`src/sv/tic_muldiv.sv`:
```
// ----------------------------------------------------------------------------
// tic_muldiv - sequential multiply then divide
// Forms a*b by shift and add, one bit a cycle, then divides the product by d
// with a restoring divider, one quotient bit a cycle. Needs a < d so that the
// quotient fits W bits. done stays high until the next start.
// ----------------------------------------------------------------------------
module tic_muldiv #(
	parameter int unsigned W = 32
) (
	input  logic         clk,
	input  logic         arst_n,
	input  logic         start,
	input  logic [W-1:0] a,
	input  logic [W-1:0] b,
	input  logic [W-1:0] d,
	output logic         done,
	output logic [W-1:0] q
);

	localparam int unsigned CW = $clog2(W);

	typedef enum logic [2:0] {
		M_IDLE = 3'b001,
		M_MUL  = 3'b010,
		M_DIV  = 3'b100
	} md_state_t;

	md_state_t       state_q;
	logic [CW-1:0]   cnt_q;
	logic            done_q;
	logic [W-1:0]    a_q, b_q, d_q;
	logic [W-1:0]    hi_q, lo_q;
	logic [2*W-1:0]  prod_nxt;
	logic [W:0]      sh;
	logic [W:0]      diff;
	logic            ge;
	logic [W-1:0]    rem_nxt;
	logic            last;

	// shift-add step
	assign prod_nxt = {hi_q[W-2:0], lo_q, 1'b0} + (a_q[W-1] ? {{W{1'b0}}, b_q} : '0);

	// restoring divide step
	assign sh      = {hi_q, lo_q[W-1]};
	assign diff    = sh - {1'b0, d_q};
	assign ge      = sh >= {1'b0, d_q};
	assign rem_nxt = ge ? diff[W-1:0] : sh[W-1:0];
	assign last    = cnt_q == CW'(W - 1);

	// sequencer
	always_ff @(posedge clk or negedge arst_n) begin
		if (!arst_n) begin
			state_q <= M_IDLE;
			cnt_q   <= '0;
			done_q  <= 1'b0;
		end else begin
			case (state_q)
				M_IDLE: begin
					if (start) begin
						state_q <= M_MUL;
						cnt_q   <= '0;
						done_q  <= 1'b0;
					end
				end
				M_MUL: begin
					cnt_q <= last ? '0 : cnt_q + 1'b1;
					if (last) state_q <= M_DIV;
				end
				M_DIV: begin
					cnt_q <= last ? '0 : cnt_q + 1'b1;
					if (last) begin
						state_q <= M_IDLE;
						done_q  <= 1'b1;
					end
				end
				default: state_q <= M_IDLE;
			endcase
		end
	end

	// datapath
	always_ff @(posedge clk) begin
		case (state_q)
			M_IDLE: begin
				if (start) begin
					a_q  <= a;
					b_q  <= b;
					d_q  <= d;
					hi_q <= '0;
					lo_q <= '0;
				end
			end
			M_MUL: begin
				{hi_q, lo_q} <= prod_nxt;
				a_q          <= {a_q[W-2:0], 1'b0};
			end
			M_DIV: begin
				hi_q <= rem_nxt;
				lo_q <= {lo_q[W-2:0], ge};
			end
			default: ;
		endcase
	end

	assign done = done_q;
	assign q    = lo_q;

endmodule

```
`config.mk`:
```
export PLATFORM = sky130hd
export DESIGN_NAME = tic_muldiv
export DESIGN_NICKNAME = d
export VERILOG_FILES = /design/src/sv/tic_muldiv.sv
export SDC_FILE = /design/constraint.sdc
export NUM_CORES = 1
export LEC_CHECK = 0
export ABC_AREA = 1
export ABC_CLOCK_PERIOD_IN_PS = 13500
export BUFFER_PORTS_ARGS = -buffer_cell sky130_fd_sc_hd__buf_2
export CAP_MARGIN = 20
export CORE_MARGIN = 2
export CORE_UTILIZATION = 30
export DETAILED_ROUTE_END_ITERATION = 6
export SYNTH_ARGS = -nofsm -noshare
export SYNTH_HDL_FRONTEND = slang
export SYNTH_SLANG_ARGS = --single-unit
```
`constraint.sdc`:
```
create_clock -name clk -period 13.5 [get_ports clk]
set_input_delay 2.7 -clock clk [delete_from_list [all_inputs] [get_ports clk]]
set_output_delay 2.7 -clock clk [all_outputs]
set_load 0.03 [all_outputs]
```
==> flow_summary.json <==
{
  "finalSetupTns_ns": 0,
  "fmax_mhz": 214,
  "postCtsSetupRepairBufs": 0,
  "port_buffers": 131,
  "num_rows": 78,
  "rr_startpoint": "hi_q[7]",
  "cts_resized": 0,
  "ir_drop_mv": 0.129,
  "syn-mean-instance-area_sq_um": 6.62,
  "skew_ns": 0.0141,
  "io_pins": 132,
  "rsz0062_at_grt": "false",
  "reg2reg_depth": 14,
  "ctsHoldBuffers": 0,
  "min_path_type": "register to register",
  "ant_nets": 0,
  "seq_area_sq_um": 5030,
  "tritoncts": "built",
  "track_usage_pct": 19.0,
  "die_w_microns": 217,
  "post-route-period-util_pct": 34.6,
  "max_slew_margin_pct": 38.2,
  "finalSetupViolations": 0,
  "yosysUniqueCellTypes": 44,
  "whs_path_depth": 1,
  "hold_viol": 0,
  "syn_inst": 2061,
  "critical_path_required_ns": 13.59,
  "cellPowerDensity_nw_per_um2": 244,
  "cap_viol_max_count": 0,
  "final.fill_count": 4982,
  "clk_latency_ns": 0.47,
  "synthArstFlopShare_pct": 5.33,
  "wirelength_microns": 44100,
  "startpoint_type": "primary input",
  "syn2layout_area_growth_pct": 14.2,
  "status": "finished, violations left",
  "clockRootBuffer": "clkbuf_16",
  "cts_buffers": 17,
  "htree_levels": 4,
  "via_count": 13000,
  "worstHoldEndpoint": "done",
  "ys_ff_latch": 169,
  "critPathMaxFanout": 66,
  "post_drt_wl_per_cell_microns": 15.7,
  "gp_congestion": 0.963,
  "clk_path_buf_depth": 2,
  "synth_nets": 2227,
  "synth_ff_type": "edfxtp_1",
  "die-area_sq_um": 47200,
  "power_leakage_nw": 8.02,
  "multi_input_area_sq_um": 6960,
  "synth_seq_area_share_pct": 36.9,
  "core_sq_um": 45100,
  "yosysWarnings": 0,
  "violations": "DRC",
  "reg2reg_to": "hi_q[27]",
  "synth_edf_count": 160,
  "dr.pass1.iters": 7,
  "cts_num_sinks": 169,
  "vias_per_cell": 4.64,
  "tightest_slew_ns": 0.927,
  "worstPathArrival_ns": 4.77,
  "grt_max_degree": 71,
  "die_y_microns": 217,
  "antenna_found_initial": 1,
  "finalMaxSlewViolations": 0,
  "drive_gt1_share_pct": 9.95,
  "grt_pass1_wl_microns": 69400,
  "layout.nets": 2354,
  "drc": 3,
  "cp-end-kind": "register",
  "globalRoute.totalOverflow": 0,
  "diodes": 0,
  "dp_hpwl_microns": 34800,
  "drt_iter0_drc": 974,
  "start_util_pct": 30.3,
  "grt_pass1_vias": 12700,
  "netlist_area_sq_um": 13600,
  "min_period_ns": 4.67,
  "whs_ns": 0.512,
  "min_from": "done",
  "r2r_slack_ns": 10.05,
  "clk_pin_slew_worst_paths_ns": 0.08,
  "worstSetupPathType": "primary input to register"
}
## report_power, final
part	leakage [nW]	switching (mW)	total, mW	internal [mW]
clock network	0.292	0.261	0.513	0.251
registers	1.64	0.187	1.06	0.871
logic	6.09	1.58	2.23	0.652
total	8.02	2.02	3.80	1.77
## through the flow
step	util, %	instance area, sq um	setup WS, ns	instances	power, mW
2_1_floorplan	-	13600	5.72	2061	2.61
3_3_place_gp	33.2	15000	8.30	2768	3.26
3_5_place_dp	33.2	15000	8.25	2768	3.29
4_1_cts	34.5	15600	8.77	2800	3.82
5_1_grt	34.6	15600	8.54	2801	4.15
6_report	34.6	15600	8.83	2801	3.80
## synthesized netlist by cell type (2+ instances only)
| cell | n | area share [%] |
|---|---|---|
| nand3_1 | 197 | 7.2 |
| clkbuf_1 | 18 | 0.50 |
| a21oi_1 | 62 | 2.3 |
| nor2_1 | 147 | 4.0 |
| nor3_2 | 2 | 0.15 |
| fa_1 | 2 | 0.29 |
| nand4_1 | 22 | 1.0 |
| xor2_1 | 2 | 0.13 |
| o21ai_1 | 12 | 0.44 |
| inv_2 | 7 | 0.19 |
| inv_1 | 392 | 11 |
| nor2_4 | 3 | 0.25 |
| nor4_1 | 2 | 0.092 |
| nand3_2 | 11 | 0.81 |
| o21a_1 | 3 | 0.17 |
| ha_1 | 65 | 6.0 |
| o21bai_1 | 5 | 0.28 |
| buf_6 | 3 | 0.25 |
| edfxtp_1 | 160 | 35 |
| nand3b_1 | 4 | 0.22 |
| nor2_2 | 7 | 0.32 |
| buf_2 | 4 | 0.15 |
| o21ai_0 | 43 | 1.6 |
| dfrtp_1 | 8 | 1.5 |
| nand2_1 | 804 | 22 |
| o22ai_1 | 2 | 0.092 |
| nand2_2 | 8 | 0.37 |
| nor3_1 | 21 | 0.77 |
| buf_1 | 2 | 0.055 |
| a22o_1 | 3 | 0.19 |
| and2_1 | 3 | 0.14 |
| buf_4 | 4 | 0.22 |
| xnor2_1 | 20 | 1.3 |
| or2_2 | 2 | 0.092 |
| and3_1 | 2 | 0.092 |
## cell type report
type	instances	share of cell area (%)
multi-input cells	1461	44.7
flip-flops and latches	169	32.3
inverters	399	9.61
well taps	600	4.82
repair buffers	140	4.72
clock buffers	18	2.75
clock inverters	14	1.12
## metal layers
layer / share of wire, % / global-route usage, % / up-vias / wire length [microns]
li1: - / - / 6723 / -
met1: 45 / 24.7 / 5896 / 19700
met2: 47 / 32.3 / 344 / 20900
met3: 5.5 / 3.41 / 41 / 2440
met4: 2.4 / 5.37 / 0 / 1060
met5: 0 / 0 / - / 0
## registers in the layout, indices dropped and copies added (netlist names)
register / flops
q: 32
d_q: 32
hi_q: 32
done: 1
cnt_q: 5
a_q: 32
state_q: 3
b_q: 32
## worst max-delay path, stage by stage
cell and delay [ns]:
buf_2 0.09, inv_1 0.06, nor2_4 0.09, buf_4 0.70, nor2_1 0.26, inv_2 0.09, buf_4 0.70
## layout by cell type (no fill, tap or decap), types with 3 or more instances in the layout
cell type / count
a21oi_1: 62
a22o_1: 3
and2_1: 3
buf_2: 131
buf_4: 8
clkbuf_16: 17
clkinv_8: 5
dfrtp_1: 8
edfxtp_1: 160
ha_1: 65
inv_1: 391
inv_2: 8
inv_6: 3
inv_8: 3
nand2_1: 804
nand2_2: 8
nand3_1: 197
nand3_2: 11
nand3b_1: 4
nand4_1: 22
nor2_1: 146
nor2_2: 7
nor2_4: 4
nor3_1: 20
o21a_1: 3
o21ai_0: 43
o21ai_1: 12
o21bai_1: 5
xnor2_1: 20
## logic make-up (layout without fill, tap and decap cells)
| logic type | after synthesis | after routing | share of synthesized area [%] |
|---|---|---|---|
| simple gates | 1237 | 1237 | 37.9 |
| buf+inv | 431 | 571 | 12.3 |
| flops | 169 | 169 | 36.9 |
| compound gates | 135 | 135 | 5.35 |
| fa+ha+maj | 67 | 67 | 6.25 |
| xor+xnor | 22 | 22 | 1.41 |
## worst max path at each step
stage / startpoint / endpoint / cells past startpoint
2_1_floorplan: start / hi_q[0] / 4
3_3_place_gp: start / hi_q[6] / 7
3_5_place_dp: start / hi_q[1] / 7
4_1_cts: start / hi_q[9] / 7
5_1_grt: start / cnt_q[2] / 9
6_report: start / hi_q[3] / 7
No activity file was read; power rests on OpenSTA's default activity.
