## config.mk

```make
export PLATFORM = sky130hd
export DESIGN_NAME = tic_cell
export DESIGN_NICKNAME = d
export VERILOG_FILES = /design/src/sv/tic_pkg.sv /design/src/sv/tic_cell.sv
export SDC_FILE = /design/constraint.sdc
export NUM_CORES = 1
export LEC_CHECK = 0
export ABC_AREA = 1
export ABC_CLOCK_PERIOD_IN_PS = 2160
export BUFFER_PORTS_ARGS = -buffer_cell sky130_fd_sc_hd__buf_2
export CAP_MARGIN = 15
export CORE_AREA = 2 2 155 157
export DETAILED_ROUTE_END_ITERATION = 7
export DIE_AREA = 0 0 157 159
export GPL_TIMING_DRIVEN = 0
export PLACE_DENSITY = 0.71
export SLEW_MARGIN = 20
export SYNTH_ARGS = -nofsm -noshare
export SYNTH_HDL_FRONTEND = slang
export SYNTH_SLANG_ARGS = --single-unit
export TNS_END_PERCENT = 50
```

## constraint.sdc

```tcl
create_clock -name clk -period 2.16 [get_ports clk]
set_input_delay 0.108 -clock clk [delete_from_list [all_inputs] [get_ports clk]]
set_output_delay 0.108 -clock clk [all_outputs]
set_load 0.1 [all_outputs]
```

## src/sv/tic_pkg.sv

```systemverilog
// ----------------------------------------------------------------------------
// tic_pkg - shared codes and types for the table interpolation converter
// Status codes, operation codes, register indexes and the control word that
// travels with a conversion beat along the row of table cells.
// ----------------------------------------------------------------------------
package tic_pkg;

	// operation carried in tuser of the input beat
	localparam logic OP_CONVERT = 1'b0;
	localparam logic OP_LOAD    = 1'b1;

	// result status
	localparam logic [1:0] STAT_OK    = 2'd0;
	localparam logic [1:0] STAT_EMPTY = 2'd1;
	localparam logic [1:0] STAT_ZSPAN = 2'd2;

	// configuration register indexes
	localparam int unsigned CFG_IDX_W = 1;
	localparam logic [CFG_IDX_W-1:0] REG_ENTRY_COUNT  = 1'd0;
	localparam logic [CFG_IDX_W-1:0] REG_NEAREST_MODE = 1'd1;

	// control word of the conversion token
	typedef struct packed {
		logic valid;     // token present in this cell stage
		logic done;      // a cell has settled the result
		logic interp;    // result lies between the previous and the current pair
		logic has_prev;  // at least one key below the channel value was passed
	} tok_ctl_t;

endpackage

```

## src/sv/tic_cell.sv

```systemverilog
// ----------------------------------------------------------------------------
// tic_cell - one table cell of the scan chain
// Holds one key/value pair, compares the passing channel value with its key
// and hands the updated token, registered, to the next cell.
// ----------------------------------------------------------------------------
module tic_cell #(
	parameter int unsigned W = 32
) (
	input  logic                 clk,
	input  logic                 arst_n,
	input  logic                 load,
	input  logic [W-1:0]         ld_key,
	input  logic [W-1:0]         ld_value,
	input  logic                 active,
	input  tic_pkg::tok_ctl_t    in_ctl,
	input  logic [W-1:0]         in_c,
	input  logic [W-1:0]         in_pk,
	input  logic [W-1:0]         in_pv,
	input  logic [W-1:0]         in_k,
	input  logic [W-1:0]         in_v,
	output tic_pkg::tok_ctl_t    out_ctl,
	output logic [W-1:0]         out_c,
	output logic [W-1:0]         out_pk,
	output logic [W-1:0]         out_pv,
	output logic [W-1:0]         out_k,
	output logic [W-1:0]         out_v
);

	logic [W-1:0]      key_q;
	logic [W-1:0]      value_q;
	tic_pkg::tok_ctl_t ctl_d;
	logic [W-1:0]      pk_d, pv_d, k_d, v_d;

	// stored pair
	always_ff @(posedge clk) begin
		if (load) begin
			key_q   <= ld_key;
			value_q <= ld_value;
		end
	end

	// compare step
	always_comb begin
		ctl_d = in_ctl;
		pk_d  = in_pk;
		pv_d  = in_pv;
		k_d   = in_k;
		v_d   = in_v;
		if (in_ctl.valid && !in_ctl.done && active) begin
			if (in_c == key_q) begin
				ctl_d.done = 1'b1;
				pv_d       = value_q;
			end else if ($signed(in_c) < $signed(key_q)) begin
				ctl_d.done = 1'b1;
				if (!in_ctl.has_prev) begin
					// below the first key: first value
					pv_d = value_q;
				end else begin
					ctl_d.interp = 1'b1;
					k_d          = key_q;
					v_d          = value_q;
				end
			end else begin
				ctl_d.has_prev = 1'b1;
				pk_d           = key_q;
				pv_d           = value_q;
			end
		end
	end

	// token control
	always_ff @(posedge clk or negedge arst_n) begin
		if (!arst_n) begin
			out_ctl <= '0;
		end else begin
			out_ctl <= ctl_d;
		end
	end

	// token data
	always_ff @(posedge clk) begin
		out_c  <= in_c;
		out_pk <= pk_d;
		out_pv <= pv_d;
		out_k  <= k_d;
		out_v  <= v_d;
	end

endmodule

```

==> run summary <==
==================================================================================
TritonCTS clock tree                                                           yes
Area of the mapped netlist                                               8820 um^2
Floorplan core area                                                    23,200 um^2
GRT Residual Overflow                                                            0
DR pass1 iterations                                                              6
Biggest area contributors in the synthesized netlist                  sky130_fd_sc_hd__dfxtp_1 (36%), sky130_fd_sc_hd__edfxtp_1 (22%), sky130_fd_sc_hd__nand2_1 (12%)
Critical path startpoint                                              key_q[21]$_DFFE_PP_
Startpoint types                                                              flop
Cell Area, Placed                                                      11,200 um^2
RSZ-0062 raised after global routing                                          true
Area of the multi-input gates                                            3550 um^2
Number of synthesized register bits                                            228
Overall via count from detail_route                                          9,967
Inserted Clock Buffers                                                          25
PD cells                                                               853 nW/um^2
Failing checks                                                        setup timing
Clock Tree Buf Depth                                                             3
HPWL after detailed placement                                            23,000 um
Synthesis-to-finish area growth                                              77.4%
Post-synth top area cell                                              sky130_fd_sc_hd__dfxtp_1
Maximum clock rate                                                       0.402 GHz
Final setup slack of the worst path                                      -0.325 ns
Average instance area after synthesis                                    9.39 um^2
Largest delay share family, worst path                                simple AND/OR/NAND/NOR gates
Rel. slew slack                                                              33.5%
Post-synth ARST share                                                        1.75%
Maximum number of pins on one net before global-route repair                    46
Pre-CTS setup slack                                                      -0.556 ns
I/O pin cnt                                                                    396
Cell with the largest stage delay on the worst path                   sky130_fd_sc_hd__edfxtp_1
Leakage power                                                           0.00764 uW
Routability cong.                                                            0.913
Total routing usage reported by global routing                               28.4%
Number of synthesis warnings                                                     0
Commonest cells after routing, fill and taps aside                    sky130_fd_sc_hd__buf_2 (395), sky130_fd_sc_hd__dlygate4sd3_1 (230), sky130_fd_sc_hd__nand2_1 (229)
CTS H-Tree Depth                                                                 1
Worst-case clock skew                                                    0.0119 ns
Routed len/inst                                                            20.0 um
Hold Vio Cnt, Final                                                              0
Synthesized net count                                                        1,204
Number of vias per cell                                                       5.04
Clock net sink count                                                           228
Top FF cell, synth                                                    sky130_fd_sc_hd__dfxtp_1
Number of max-cap violations                                                     0
Number of DRC markers in iteration 0                                           785
Clock insertion delay at the later pin of the skew report                  0.52 ns
Crit-path cells                                                       inv_2 -> ha_4 -> nand2_1 -> nand2_1 -> a21oi_1 -> nand2_1 -> nand2_2 -> nand4_1 -> nand2_4 -> buf_12 -> nand3_4 -> buf_12 -> clkbuf_16 -> nand2_1 -> o21ai_1
Worst setup path category                                                  reg2reg
Antenna-violating nets left                                                      0
Startpoint of the most critical register-to-register path             key_q[21]$_DFFE_PP_
Share of final-layout standard cells stronger than drive strength 1          40.0%
Min cycle time layout                                                      2.48 ns
Number of different library cells in the post-synthesis netlist                 29
Die Y                                                                       159 um
Horizontal die dimension                                                    157 um
Hold Startpoint                                                               load
Starting density of the core                                                 38.0%
Post-synthesis instance total                                                  940
Post-synth top area share                                                    36.3%
Power consumption                                                        13,400 uW
CTS Root Buffer Type                                                  sky130_fd_sc_hd__clkbuf_16
Total of endpoints with negative setup slack in the final report               131
Most common cell after layout, fill and taps aside                    sky130_fd_sc_hd__buf_2
Total wirelength of the detailed-routed design                           39,600 um
CP Buf/Inv Count                                                                 4
Max IR drop VDD                                                         0.000571 V
DRC violation count after routing                                                0
Run status                                                            finished with violations
Data required time of the critical path                                    2.56 ns
Clock transition at the registers of the reported paths                    0.06 ns
Post-synthesis sequential area ratio                                         59.2%
Number of antenna violations at the first check in global routing                3
Largest stage delay, worst path                                            0.42 ns
Count of buffers from port buffering                                           394
Floorplan row count                                                             56
Biggest fanout along the worst timing path                                       5
Count of filler cells inserted in the layout                                 1,566
Period utilisation layout                                                     115%
Capturing element type of the critical path                                   flop
Wire length of the first global-routing pass                             54,900 um
Die Footprint                                                          25,000 um^2
FF/Latch Area                                                            5230 um^2
Total non-filler cell area in the finished layout                      15,700 um^2
Data arrival at the endpoint of the critical path                          2.88 ns
Most frequent cell on the critical path                               sky130_fd_sc_hd__nand2_1
Final Slew Violations                                                            0
Number of synthesized flops with an enable pin                                  64
Via count of the first global-routing pass                                  10,307
Type of the tightest min-delay check                                        in2reg
Number of nets in the finished design                                        1,900
Measured slew at the worst slew-check pin                                 0.998 ns
Total negative slack for setup checks                                    -26.77 ns
==================================================================================
## sequential cells by signal, summed over array words and instances, names as in the netlist
signal	flops
key_q	32
out_c	32
out_k	32
out_pk	32
out_pv	32
out_v	32
value_q	32
out_ctl	4
## metrics by stage
| step | std cells | hold WS [ns] | utilization [%] |
|---|---|---|---|
| floorplan | 940 | -0.188 | - |
| global placement | 1653 | -0.0485 | 48.3 |
| detailed placement | 1654 | -0.0496 | 48.4 |
| CTS | 1942 | 0.0203 | 64.0 |
| global route | 1976 | 0.0304 | 67.5 |
| finish | 1976 | 0.0280 | 67.5 |
## repair_timing
| action | 4_1_cts | 5_1_grt |
|---|---|---|
| resized for setup | 90 | 140 |
| endpoints found under the hold margin | 231 | 0 |
| setup buffers | 11 | 24 |
| gates cloned | 2 | 7 |
| pin swaps | 16 | 63 |
| hold buffers | 230 | 0 |
| endpoints found under the setup margin | 131 | 131 |
## cell type report
class                      instances  share of cell area (%)
antenna                            3                  0.0480
inverter                          92                    2.21
clock inverter                     6                   0.376
tap                              319                    2.55
sequential                       228                    33.4
timing repair buffer             669                    31.0
multi-input combinational        575                    22.7
clock buffer                      39                    5.06
buffer                            45                    2.74
## kinds of logic (layout without fill, tap and decap cells)
group           after synthesis  in the layout  share of synthesized area (%)
fa+ha+maj                    32             32                           4.54
simple gates                378            378                           18.0
other cells                   0              3                              0
flops                       228            228                           59.2
buf+inv                     137            851                           6.81
mux                          26             26                           2.95
compound gates              139            139                           8.45
## synthesized netlist by cell type (4+ instances only)
cell type	count
sky130_fd_sc_hd__dfrtp_1	4
sky130_fd_sc_hd__nor2_1	10
sky130_fd_sc_hd__inv_1	90
sky130_fd_sc_hd__nand2_1	286
sky130_fd_sc_hd__buf_2	11
sky130_fd_sc_hd__buf_6	9
sky130_fd_sc_hd__o21ai_2	12
sky130_fd_sc_hd__a21oi_1	9
sky130_fd_sc_hd__mux2i_1	26
sky130_fd_sc_hd__o21ai_0	62
sky130_fd_sc_hd__o21ai_1	54
sky130_fd_sc_hd__nand3_1	69
sky130_fd_sc_hd__edfxtp_1	64
sky130_fd_sc_hd__ha_1	32
sky130_fd_sc_hd__clkbuf_1	23
sky130_fd_sc_hd__dfxtp_1	160
## worst reg2reg max path, delay by kind of cell, from the launching register on
kind            cells  cell delay [ns]
buf+inv             4             0.58
simple gates        8             0.88
flops               1             0.42
compound gates      2             0.27
fa+ha+maj           1             0.22
## report_power, final
group / switching, uW / internal [uW]
Clock: 1760 / 2640
Combinational: 2890 / 1200
Sequential: 125 / 4740
Total: 4780 / 8580
## layer usage
metal | vias to the layer above | track usage [%] | part of all wire [%]
met2 | 633 | 50.2 | 51
li1 | 4467 | - | -
met5 | - | 0 | 0
met4 | 0 | 15.8 | 5.8
met3 | 174 | 5.74 | 7.1
met1 | 4693 | 31.5 | 36
## path summary, 6_finish.rpt
| check | endpoint | cells after the start | slack [ns] |
|---|---|---|---|
| min in group asynchronous | out_ctl[3]$_DFF_PN0_ | 3 | 0.54 |
| max in group asynchronous | out_ctl[2]$_DFF_PN0_ | 3 | 1.38 |
| worst min-delay path | key_q[29]$_DFFE_PP_ | 1 | 0.03 |
| worst max-delay path | out_k[15]$_DFF_P_ | 15 | -0.32 |
| worst max register to register | out_k[15]$_DFF_P_ | 15 | -0.32 |
| worst min register to register | out_pk[14]$_DFF_P_ | 2 | 0.54 |
(Power assumes the default switching activity.)
